===== src/sv/lge_pkg.sv =====
`default_nettype none
package lge_pkg;
   localparam int MaxWidthDefault  = 128;
   localparam int MaxHeightDefault = 64;
   localparam int WidthRegBits     = 8;
   localparam int HeightRegBits    = 7;
   localparam int IndexBits        = 13;
   localparam int CountBits        = 4;
   localparam int CsrAddrBits      = 1;
   localparam int CsrDataBits      = 8;
   localparam logic [7:0] WidthReset  = 8'd120;
   localparam logic [6:0] HeightReset = 7'd40;
   localparam logic [3:0] BirthCount   = 4'd3;
   localparam logic [3:0] SurviveCount = 4'd2;

   typedef enum logic [1:0] {
      OP_SET     = 2'd0,
      OP_READ    = 2'd1,
      OP_ADVANCE = 2'd2,
      OP_NONE    = 2'd3
   } op_type;

   localparam logic [0:0] CSR_WIDTH  = 1'b0;
   localparam logic [0:0] CSR_HEIGHT = 1'b1;

   // datapath command from controller
   typedef enum logic [2:0] {
      DP_IDLE,
      DP_CLEAR,     // write zero at scan address (reset sweep)
      DP_LOAD,      // latch item, set up position
      DP_NEIGH,     // issue neighbour read at scan step
      DP_CENTER,    // issue center read
      DP_WRITE_NEXT,// write next-gen bit at scan cell
      DP_COPY_RD,   // read next-gen at scan cell
      DP_COPY_WR    // write it back
   } dp_cmd_type;

   typedef struct packed {
      dp_cmd_type cmd;
      logic       step_first; // restart neighbour step counter
      logic       cell_first; // restart cell scan
      logic       cell_next;  // move scan to next cell
      logic       set_write;  // write set value to cell_store
      logic       div_step;   // one row of index to row/col reduction
   } ctl_type;

   typedef struct packed {
      logic clear_done;
      logic step_last;   // neighbour step counter at last step
      logic cell_last;   // scan at last cell
      logic bad_index;
      logic div_done;    // remaining index below width
   } sts_type;
endpackage
`default_nettype wire


===== src/sv/lge_ctrl.sv =====
`default_nettype none
module lge_ctrl (
   input  wire logic             clock,
   input  wire logic             reset,
   output lge_pkg::ctl_type      ctl,
   input  wire lge_pkg::sts_type sts,
   input  wire logic             req_valid,
   output logic                  req_ready,
   input  wire logic [1:0]       req_operation,
   input  wire logic             res_cell_state,
   input  wire logic [3:0]       res_count,
   output logic                  rsp_valid,
   input  wire logic             rsp_ready,
   output logic                  rsp_cell_state,
   output logic [3:0]            rsp_neighbour_count,
   output logic                  rsp_index_error
);
   typedef enum logic [3:0] {
      S_CLEAR, S_IDLE, S_DIV, S_RD_NB, S_RD_CT, S_RD_WAIT, S_RD_DONE, S_SET,
      S_ADV_NB, S_ADV_CT, S_ADV_WAIT, S_ADV_WR, S_CP_RD, S_CP_WAIT
   } state_type;

   state_type state_ff, state_in;
   logic [1:0] op_ff, op_in;
   logic rv_ff, rv_in, rs_ff, rs_in, re_ff, re_in;
   logic [3:0] rc_ff, rc_in;

   always_comb begin
      state_in = state_ff; op_in = op_ff;
      rv_in = rv_ff; rs_in = rs_ff; re_in = re_ff; rc_in = rc_ff;
      ctl = '{cmd: lge_pkg::DP_IDLE, step_first: 1'b0, cell_first: 1'b0,
              cell_next: 1'b0, set_write: 1'b0, div_step: 1'b0};
      if (rv_ff && rsp_ready) rv_in = 1'b0;
      req_ready = (state_ff == S_IDLE) && !rv_ff;

      case (state_ff)
         S_CLEAR: begin
            ctl.cmd = lge_pkg::DP_CLEAR;
            if (sts.clear_done) state_in = S_IDLE;
         end
         S_IDLE: if (req_valid && req_ready) begin
            op_in = req_operation;
            ctl.step_first = 1'b1;
            if (req_operation == lge_pkg::OP_ADVANCE) begin
               ctl.cell_first = 1'b1; state_in = S_ADV_NB;
            end else if (req_operation == lge_pkg::OP_NONE) begin
               rv_in = 1'b1; rs_in = 1'b0; rc_in = '0; re_in = 1'b0;
            end else begin
               ctl.cmd = lge_pkg::DP_LOAD; state_in = S_DIV;
            end
         end
         S_DIV: begin
            if (sts.bad_index) begin
               state_in = S_IDLE;
               rv_in = 1'b1; rs_in = 1'b0; rc_in = '0; re_in = 1'b1;
            end else begin
               // datapath reduces index into row/col, one row a cycle
               ctl.div_step = 1'b1;
               if (sts.div_done) begin
                  if (op_ff == lge_pkg::OP_SET) state_in = S_SET;
                  else state_in = S_RD_NB;
               end
            end
         end
         S_RD_NB: begin
            if (sts.step_last) state_in = S_RD_CT;
            else ctl.cmd = lge_pkg::DP_NEIGH;
         end
         S_SET: begin
            ctl.set_write = 1'b1; state_in = S_RD_CT;
         end
         S_RD_CT: begin
            ctl.cmd = lge_pkg::DP_CENTER; state_in = S_RD_WAIT;
         end
         S_RD_WAIT: begin
            state_in = S_RD_DONE;
         end
         S_RD_DONE: begin
            state_in = S_IDLE;
         end
         S_ADV_NB: begin
            if (sts.step_last) state_in = S_ADV_CT;
            else ctl.cmd = lge_pkg::DP_NEIGH;
         end
         S_ADV_CT: begin
            ctl.cmd = lge_pkg::DP_CENTER; state_in = S_ADV_WAIT;
         end
         S_ADV_WAIT: state_in = S_ADV_WR;
         S_ADV_WR: begin
            ctl.cmd = lge_pkg::DP_WRITE_NEXT;
            ctl.step_first = 1'b1;
            if (sts.cell_last) begin
               ctl.cell_first = 1'b1; state_in = S_CP_RD;
            end else begin
               ctl.cell_next = 1'b1; state_in = S_ADV_NB;
            end
         end
         S_CP_RD: begin
            ctl.cmd = lge_pkg::DP_COPY_RD;
            if (sts.cell_last) state_in = S_CP_WAIT;
            else ctl.cell_next = 1'b1;
         end
         S_CP_WAIT: begin
            state_in = S_IDLE;
            rv_in = 1'b1; rs_in = 1'b0; rc_in = '0; re_in = 1'b0;
         end
         default: state_in = S_IDLE;
      endcase

      if (state_ff == S_RD_DONE) begin
         rv_in = 1'b1; rs_in = res_cell_state; re_in = 1'b0;
         rc_in = (op_ff == lge_pkg::OP_READ) ? res_count : 4'd0;
      end
   end

   always_ff @(posedge clock) begin
      if (reset) begin
         state_ff <= S_CLEAR;
         rv_ff <= 1'b0;
      end else begin
         state_ff <= state_in;
         rv_ff <= rv_in;
      end
      op_ff <= op_in; rs_ff <= rs_in; re_ff <= re_in; rc_ff <= rc_in;
   end

   assign rsp_valid = rv_ff;
   assign rsp_cell_state = rs_ff;
   assign rsp_neighbour_count = rc_ff;
   assign rsp_index_error = re_ff;
endmodule
`default_nettype wire


===== config.mk =====
export PLATFORM = sky130hd
export DESIGN_NAME = lge_ctrl
export DESIGN_NICKNAME = d
export VERILOG_FILES = /design/src/sv/lge_pkg.sv /design/src/sv/lge_ctrl.sv
export SDC_FILE = /design/constraint.sdc
export NUM_CORES = 1
export LEC_CHECK = 0
export BUFFER_PORTS_ARGS = -buffer_cell sky130_fd_sc_hd__buf_2
export CAP_MARGIN = 20
export CORE_MARGIN = 4
export CORE_UTILIZATION = 47
export DETAILED_ROUTE_END_ITERATION = 8
export PLACE_DENSITY = 0.76
export SYNTH_ARGS = -nofsm -noshare
export SYNTH_HDL_FRONTEND = slang
export SYNTH_SLANG_ARGS = --single-unit

===== constraint.sdc =====
create_clock -name clock -period 2.63 [get_ports clock]
set_clock_uncertainty 0.05 [all_clocks]
set_input_delay 0.3945 -clock clock [delete_from_list [all_inputs] [get_ports clock]]
set_output_delay 0.3945 -clock clock [all_outputs]
set_load 0.01 [all_outputs]

==> results by group, run 1 <==
Run status
  – Outcome: complete, no violations

Route
  – Vias per cell: 5.56
  – Antenna Nets Post-Route: 0
  – DR WL/cell: 13.3 um
  – Met2 WL post-DR: 1.08 mm
  – Top routing layer in use: met4
  – Vias: 967
  – Initial drt markers: 18
  – Met3 wire length: 122 um
  – WL final: 2.31 mm
  – Router iterations before antenna repair: 4
  – Residual DRC: 0
  – Metal-1 WL: 1.07 mm

Flow run
  – Max-cap violations: 0

GRT
  – All-Layer GR Usage: 0.177
  – Wire length of the first global-routing pass: 3.75 mm
  – Vias in the first global route: 849
  – Antenna violations before repair: 0
  – Maximum number of pins on one net before global-route repair: 21
  – Grt total ovfl: 0

STA
  – Fin crit share: 0.899
  – Crit path time final: 2.36 ns
  – RSZ-0062 raised after global routing: false
  – Fmax: 423 MHz
  – Relative slew slack: 0.589
  – Setup TNS: 0 ns
  – Final setup violation count: 0
  – Endpoints failing hold: 0
  – Fin. max-slew vios: 0
  – Slew @ Worst Pin: 0.616 ns

Synth
  – XOR/XNOR Fraction of Synth Area: 0.00899
  – Compound-Gate Fraction of Synth Area: 0.216
  – Syn Nets: 133
  – Post-synthesis sequential area ratio: 0.339
  – Main synth FF type: edfxtp_1
  – Synth top cells by count: o21ai_0, nor2_1, nand2_1, nand2b_1, nor3b_1
  – Synth Area in Simple Gates: 0.367
  – Post-synth EDFFs: 7
  – Largest family of logic cells by synthesized area: simple AND/OR/NAND/NOR gates
  – Synth top area cells: edfxtp_1, dfxtp_1, nor3b_1, nand2b_1, o21ai_0
  – Warnings from Yosys: 0
  – Cell variety after synth: 40
  – Synthesized flop and latch total: 13
  – Mux cell area share after synthesis: 0.0218
  – Gate Count Post-Synth: 117
  – Post-synthesis async set-or-reset flop share: 0
  – Top-count cell post-synth: o21ai_0
  – Synth area leader: edfxtp_1
  – Synth Area in Adders: 0
  – Top cell type's share of synthesized area: 0.216
  – Post-Syn Area: 975 um^2
  – Avg Inst Size Synth: 8.33 um^2

Layout
  – # fillers: 198
  – Number of antenna repair diodes: 0
  – Post-route cell area: 1180 um^2
  – Non-filler cells, final: 174
  – Area growth, synth to finish: 20.8%
  – Share of layout cells above drive strength 1: 0.293
  – Layout Nets: 164

Min path
  – Cell count of the worst hold path: 2
  – Hold path start: reset
  – Worst min-delay path endpoint: state_ff[0]$_SDFFE_PP0P_
  – HP Class: input pin to flip-flop

Clocking
  – Htree depth: 1
  – CTS Buf Count: 3
  – Setup Fix Bufs, Post-CTS: 0
  – Worst-path clk slew: 0.08 ns
  – CTS tree: built
  – CTS resizes: 0
  – Hold_buf cts: 0
  – Insertion delay to the later sink of the worst-skew pair: 0.27 ns
  – Root buf cell: clkbuf_4
  – # clock sinks: 13
  – Max clock buf depth: 2

Place
  – HPWL Detailed: 1.78 mm
  – Global placement routability congestion: 0.846
  – Post-DP Area: 1150 um^2
  – Post-Place Cells: 170
  – Port buffer count: 31

Setup path
  – FF-to-FF End: rsp_neighbour_count[3]$_SDFFCE_PN0P_
  – Critical path type: flip-flop to output pin
  – R2R cell count: 5
  – Max stage delay on crit path: 0.67 ns
  – Flop2flop setup slack: 0.58 ns
  – Critical R2R Launch: state_ff[1]$_SDFFE_PP0P_
  – Crit end category: output pin
  – Crit-path cells: nor4b_2 > nand2_1 > inv_1 > a32o_1 > buf_2
  – CP arrival: 1.92 ns
  – Largest fanout on the critical path: 19
  – CP required: 2.19 ns
  – Startpoint Class: flip-flop
  – Slowest CP cell: dfxtp_1

Die
  – Die footprint: 2870 um^2
  – Die height: 53.5 um
  – I/O pin count: 32
  – Starting density of the core: 0.497
  – Core Region: 1960 um^2
  – Die width: 53.5 um
  – Row Count: 16

Power and ir drop
  – Worst vdd ir: 0.000226 V
  – Leakage: 0.502 nW
  – Power density over the cells: 461 nW/um^2
  – Pwr Total: 0.542 mW
## worst max-delay path: cells and delay by family, from the launching register on
family / cells / cell delay (ns)
flip-flops: 1 / 0.67
buffers and inverters: 2 / 0.25
AND/OR/NAND/NOR: 2 / 0.56
AO/OA/AOI/OAI: 1 / 0.16
## placed cells by master, fill, tap and decap left out, drive strengths merged
master,n
nor2,9
xor2,1
a32o,1
nand2b,8
and2,5
edfxtp,7
a31oi,2
o211ai,1
mux2,1
o21ai,10
o31ai,2
or2,1
a311oi,2
nor3b,8
a21oi,1
a21o,1
clkbuf,4
dfxtp,6
nor4b,2
a41oi,1
a2111oi,1
nand4,1
or4,1
inv,3
and3,2
mux2i,1
buf,34
a31o,2
a22o,1
o22a,1
o21bai,1
nand2,8
o221ai,1
a221oi,1
and3b,2
nor3,7
a22oi,1
nor2b,6
## stage by stage
step	hold slack [ns]	utilization	setup slack, ns
finish	0.314	0.600	0.266
floorplan	0.414	-	0.484
global route	0.301	0.600	0.0291
detailed placement	0.459	0.587	0.591
global placement	0.441	0.587	0.627
CTS	0.315	0.600	0.284
## how the worst max path moves through the flow
stage,depth (start not counted),end,from
detailed placement,5,ctl[3],state_ff[0]$_SDFFE_PP0P_
global placement,5,ctl[3],state_ff[0]$_SDFFE_PP0P_
floorplan,4,ctl[5],state_ff[3]$_SDFFE_PP0P_
global route,5,ctl[3],state_ff[0]$_SDFFE_PP0P_
finish,5,ctl[3],state_ff[0]$_SDFFE_PP0P_
CTS,5,ctl[3],state_ff[0]$_SDFFE_PP0P_
## logic make-up (layout without fill, tap and decap cells)
kind of cell,after synthesis,after routing
XOR/XNOR,1,1
flip-flops,13,13
AO/OA/AOI/OAI,30,30
AND/OR/NAND/NOR,60,60
multiplexers,2,2
buffers and inverters,11,41
## report_power, final
| part | internal, mW | switching [mW] | leakage, nW |
|---|---|---|---|
| clock network | 0.0586 | 0.0624 | 0.0150 |
| registers | 0.233 | 0.0274 | 0.111 |
| logic | 0.0765 | 0.0839 | 0.376 |
## cell type report
| cell class | count | area (um^2) | area share |
|---|---|---|---|
| inverter | 3 | 11.3 | 0.00956 |
| tap | 27 | 33.8 | 0.0287 |
| clock buffer | 4 | 26.3 | 0.0223 |
| multi-input combinational | 93 | 598 | 0.508 |
| sequential | 13 | 330 | 0.281 |
| timing repair buffer | 34 | 178 | 0.151 |
## registers in the layout (all words and copies together), names as in the netlist
signal / cells
rsp_valid: 1
state_ff: 4
op_ff: 2
rsp_index_error: 1
rsp_cell_state: 1
rsp_neighbour_count: 4
## layer usage
layer  global-route usage  vias to the layer above
li1                     -                      494
met1                0.250                      438
met2                0.271                       31
met3               0.0249                        4
met4               0.0638                        0
met5                    0                        -
(Power assumes the default switching activity.)
==> run 2: changes to the inputs <==
--- a/config.mk
+++ b/config.mk
@@ -10,4 +10,5 @@
 export CORE_MARGIN = 4
 export CORE_UTILIZATION = 47
+export CTS_CLUSTER_SIZE = 16
 export DETAILED_ROUTE_END_ITERATION = 8
 export PLACE_DENSITY = 0.76
==> constraint.sdc (replaced) <==
create_clock -name clock -period 2.63 [get_ports clock]
set_clock_uncertainty 0.05 [all_clocks]
set_input_delay 0 -clock clock [delete_from_list [all_inputs] [get_ports clock]]
set_output_delay 0 -clock clock [all_outputs]
set_load 0.01 [all_outputs]
==> results by group, run 2 (synthesis gave the netlist of run 1 again) <==
Setup path
  – Crit-path cells: and3b_1 > o21ai_0 > o221ai_1 > buf_2
  – Crit path launch: state_ff[3]$_SDFFE_PP0P_
  – Startpoint Class: flip-flop
  – Max stage delay on crit path: 0.75 ns
  – Largest fanout on the critical path: 22
  – Critical path type: flip-flop to output pin
  – Slowest CP cell: dfxtp_1
  – Critical R2R Launch: state_ff[3]$_SDFFE_PP0P_
  – CP required: 2.58 ns
  – Crit end category: output pin
  – CP arrival: 2.10 ns

Min path
  – HP Class: input pin to flip-flop
  – Hold path start: rsp_ready

Layout
  – Most frequent cells in the layout: buf_2, o21ai_0, nor2_1
  – Most common library cell in the layout ignoring fill and taps: buf_2
  – Area growth, synth to finish: 28.2%
  – Layout Nets: 171
  – Post-route cell area: 1250 um^2
  – Share of layout cells above drive strength 1: 0.273
  – Number of antenna repair diodes: 0

Die
  – Row Count: 16
  – Die height: 53.5 um
  – Starting density of the core: 0.497
  – Die footprint: 2870 um^2
  – Die width: 53.5 um
  – Core Region: 1960 um^2
  – I/O pin count: 32

STA
  – Final setup violation count: 0
  – Fin. max-slew vios: 0
  – Slew @ Worst Pin: 0.666 ns
  – Fmax: 466 MHz
  – Endpoints failing hold: 0
  – RSZ-0062 raised after global routing: false
  – Fin crit share: 0.817
  – Setup TNS: 0 ns
  – Relative slew slack: 0.555
  – Crit path time final: 2.15 ns

Power and ir drop
  – Worst vdd ir: 0.000228 V
  – Comb power frac: 0.307
  – Flop pwr share: 0.471
  – P_sw: 0.181 mW
  – Pwr Total: 0.557 mW
  – Clock power share: 0.222
  – Leakage: 0.530 nW
  – Internal power: 0.376 mW
  – Power density over the cells: 446 nW/um^2
  – Sw frac: 0.325

Route
  – Residual DRC: 0
  – DR WL/cell: 14.5 um
  – Vias: 1060
  – Initial drt markers: 34
  – Router iterations before antenna repair: 4
  – Antenna Nets Post-Route: 0
  – WL final: 2.62 mm
  – Vias per cell: 5.86

Run status
  – Outcome: complete, no violations

Clocking
  – Root buf cell: clkbuf_4
  – Insertion delay to the later sink of the worst-skew pair: 0.27 ns
  – Max clock buf depth: 2
  – Setup Fix Bufs, Post-CTS: 0
  – # clock sinks: 13
  – CTS resizes: 0
  – CTS tree: built
  – Worst-path clk slew: 0.08 ns
  – Htree depth: 1
  – CTS Buf Count: 3

GRT
  – Maximum number of pins on one net before global-route repair: 23
  – All-Layer GR Usage: 0.185
  – Wire length of the first global-routing pass: 3.88 mm
  – Vias in the first global route: 889
  – Grt total ovfl: 0
  – Antenna violations before repair: 0

Flow run
  – Max-cap violations: 0

Place
  – Post-DP Area: 1140 um^2
  – Global placement routability congestion: 0.854
  – Port buffer count: 31
  – HPWL Detailed: 1.86 mm
-- run 2: changes by cell type in the layout (fill, tap and decap cells not counted) --
cell	previous run	this run
buf_4	3	2
dlygate4sd3_1	0	8
-- run 2: path summary, 6_finish.rpt --
check	cells past startpoint	slack, ns	to
max	4	0.48	ctl[6]
min	4	0.08	rsp_valid$_SDFF_PP0_
max reg2reg	4	0.56	state_ff[2]$_SDFFE_PP0P_
min reg2reg	1	0.46	rsp_index_error$_SDFFE_PP0P_
-- run 2: metal layers --
metal	part of all wire	wire length, um	GRT usage
met3	0.061	161	0.0111
met1	0.43	1120	0.234
met5	0	0	0
met4	0.022	57	0.0638
met2	0.49	1280	0.331
-- run 2: metrics by stage --
step / util / setup WS (ns) / std cells / hold WS [ns]
after detailed placement: 0.583 / 0.649 / 169 / 0.193
after global placement: 0.583 / 0.655 / 169 / 0.194
final: 0.637 / 0.482 / 181 / 0.0781
after floorplan: - / 0.725 / 117 / 0.000298
after global routing: 0.637 / 0.443 / 181 / 0.119
after CTS: 0.637 / 0.534 / 181 / 0.0878
-- run 2: final cells by class --
type                       count  area [um^2]
multi-input combinational     93          598
tap                           27         33.8
inverter                       3         11.3
clock buffer                   4         26.3
fill                         186          712
sequential                    13          330
timing repair buffer          41          250
-- run 2: critical path: cells and delay by family, from the launching register on --
| kind | cells | cell delay, ns |
|---|---|---|
| AND/OR/NAND/NOR | 1 | 0.24 |
| flip-flops | 1 | 0.75 |
| buffers and inverters | 1 | 0.18 |
| AO/OA/AOI/OAI | 2 | 0.64 |
-- run 2: repair_timing --
item	4_1_cts	5_1_grt
endpoints found under the hold margin	9	0
hold buffers	8	0
endpoints found under the setup margin	0	0
-- run 2: power by group through the flow --
stage	sequential [mW]	clock, mW	combinational (mW)
floorplan	0.253	0	0.117
global route	0.266	0.131	0.188
global placement	0.265	0	0.157
finish	0.263	0.124	0.171
detailed placement	0.266	0	0.160
CTS	0.262	0.124	0.170
==> run 3: changes to the inputs <==
clock period = 2 ns   (was 2.63 ns; I/O delays follow)
==> results by group, run 3 (synthesis gave the netlist of run 1 again) <==
Die
  – Die width: 53.5 um
  – Starting density of the core: 0.497
  – Core Region: 1960 um^2
  – Die footprint: 2870 um^2
  – Die height: 53.5 um
  – I/O pin count: 32
  – Row Count: 16

Power and ir drop
  – Clock power share: 0.222
  – Flop pwr share: 0.444
  – Internal power: 0.509 mW
  – Leakage: 0.562 nW
  – Sw frac: 0.327
  – Pwr Total: 0.756 mW
  – Comb power frac: 0.333
  – P_sw: 0.248 mW
  – Worst vdd ir: 0.000276 V
  – Power density over the cells: 584 nW/um^2

Route
  – DR WL/cell: 14.6 um
  – Antenna Nets Post-Route: 0
  – Vias: 1092
  – Residual DRC: 0
  – Vias per cell: 5.84
  – Initial drt markers: 60
  – WL final: 2.74 mm
  – Router iterations before antenna repair: 4

Layout
  – Most common library cell in the layout ignoring fill and taps: buf_2
  – Area growth, synth to finish: 33.0%
  – Layout Nets: 177
  – Number of antenna repair diodes: 0
  – Non-filler cells, final: 187
  – Core Util, Final: 0.661
  – Most frequent cells in the layout: buf_2, o21ai_0, nor2_1
  – Share of layout cells above drive strength 1: 0.306

STA
  – Final setup violation count: 0
  – RSZ-0062 raised after global routing: false
  – Worst setup margin: 0.0915 ns
  – Fin crit share: 0.954
  – Relative slew slack: 0.709
  – Endpoints failing hold: 0
  – Fin. max-slew vios: 0
  – Slew @ Worst Pin: 0.426 ns
  – Crit path time final: 1.91 ns
  – Setup TNS: 0 ns
  – Fmax: 524 MHz

Setup path
  – Critical path type: flip-flop to output pin
  – Crit end category: output pin
  – CP arrival: 1.86 ns
  – Largest fanout on the critical path: 7
  – Critical R2R Launch: state_ff[1]$_SDFFE_PP0P_
  – Critical Path Sink: ctl[3]
  – FF-to-FF End: rsp_neighbour_count[1]$_SDFFCE_PN0P_
  – R2R cell count: 5
  – Flop2flop setup slack: 0.21 ns
  – Crit path launch: state_ff[3]$_SDFFE_PP0P_
  – Startpoint Class: flip-flop
  – CP required: 1.95 ns

GRT
  – All-Layer GR Usage: 0.206
  – Vias in the first global route: 969
  – Wire length of the first global-routing pass: 4.33 mm
  – Maximum number of pins on one net before global-route repair: 19
  – Grt total ovfl: 0
  – Antenna violations before repair: 0

Clocking
  – # clock sinks: 13
  – Setup Fix Bufs, Post-CTS: 0
  – Insertion delay to the later sink of the worst-skew pair: 0.29 ns
  – Htree depth: 1
  – CTS Buf Count: 3
  – Root buf cell: clkbuf_4
  – Max clock buf depth: 2
  – CTS tree: built
  – Worst-path clk slew: 0.09 ns

Min path
  – HP Class: input pin to flip-flop

Flow run
  – Max-cap violations: 0

Place
  – HPWL Detailed: 1.95 mm
  – Port buffer count: 31
  – Global placement routability congestion: 0.967
  – Post-Place Cells: 175
  – Pre-CTS setup slack: 0.212 ns

Run status
  – Outcome: complete, no violations
-- run 3: cell types whose count changed in the layout (fill, tap and decap cells not counted), sizes merged --
cell,before,now
buf,33,39
-- run 3: worst min path at each step --
stage / startpoint / end / cells past startpoint
final: sts[2] / state_ff[3]$_SDFFE_PP0P_ / 4
after global routing: rsp_ready / rsp_valid$_SDFF_PP0_ / 4
after CTS: rsp_ready / rsp_valid$_SDFF_PP0_ / 4
after detailed placement: req_operation[0] / op_ff[0]$_DFFE_PP_ / 1
after global placement: req_operation[0] / op_ff[0]$_DFFE_PP_ / 1
after floorplan: sts[2] / ctl[2] / 1
-- run 3: cell type report --
type                    count  area (um^2)
repair buffers             47          295
inverters                   3         11.3
fillers                   185          666
well taps                  27         33.8
multi-input cells          93          598
flip-flops and latches     13          332
clock buffers               4         26.3
-- run 3: repair_timing --
item	in CTS	in global routing
resized for setup	0	1
hold buffers	8	0
setup endpoints to repair	0	2
hold endpoints to repair	9	0
-- run 3: power by group through the flow --
| stage | sequential [mW] | clock (mW) | combinational (mW) |
|---|---|---|---|
| global route | 0.340 | 0.176 | 0.273 |
| global placement | 0.338 | 0 | 0.235 |
| floorplan | 0.332 | 0 | 0.154 |
| detailed placement | 0.340 | 0 | 0.236 |
| finish | 0.336 | 0.168 | 0.252 |
| CTS | 0.333 | 0.170 | 0.250 |
-- run 3: routing by layer --
layer	vias to the layer above	global-route usage	part of all wire
met4	0	0.111	0.034
met2	61	0.359	0.48
li1	524	-	-
met3	11	0.0222	0.082
met1	496	0.247	0.40
met5	-	0	0
-- run 3: critical path, stage by stage, from the launching register on --
cell and delay, ns:
dfxtp_1 0.39, buf_4 0.20, nor4b_2 0.31, buf_4 0.17, nand2_1 0.09, inv_1 0.13
a32o_1 0.16, buf_2 0.13
-- run 3: stage by stage --
step	cell area (um^2)	hold WS (ns)
global placement	1190	0.193
finish	1300	0.0856
CTS	1290	0.0829
floorplan	975	0.000298
detailed placement	1190	0.195
global route	1300	0.149
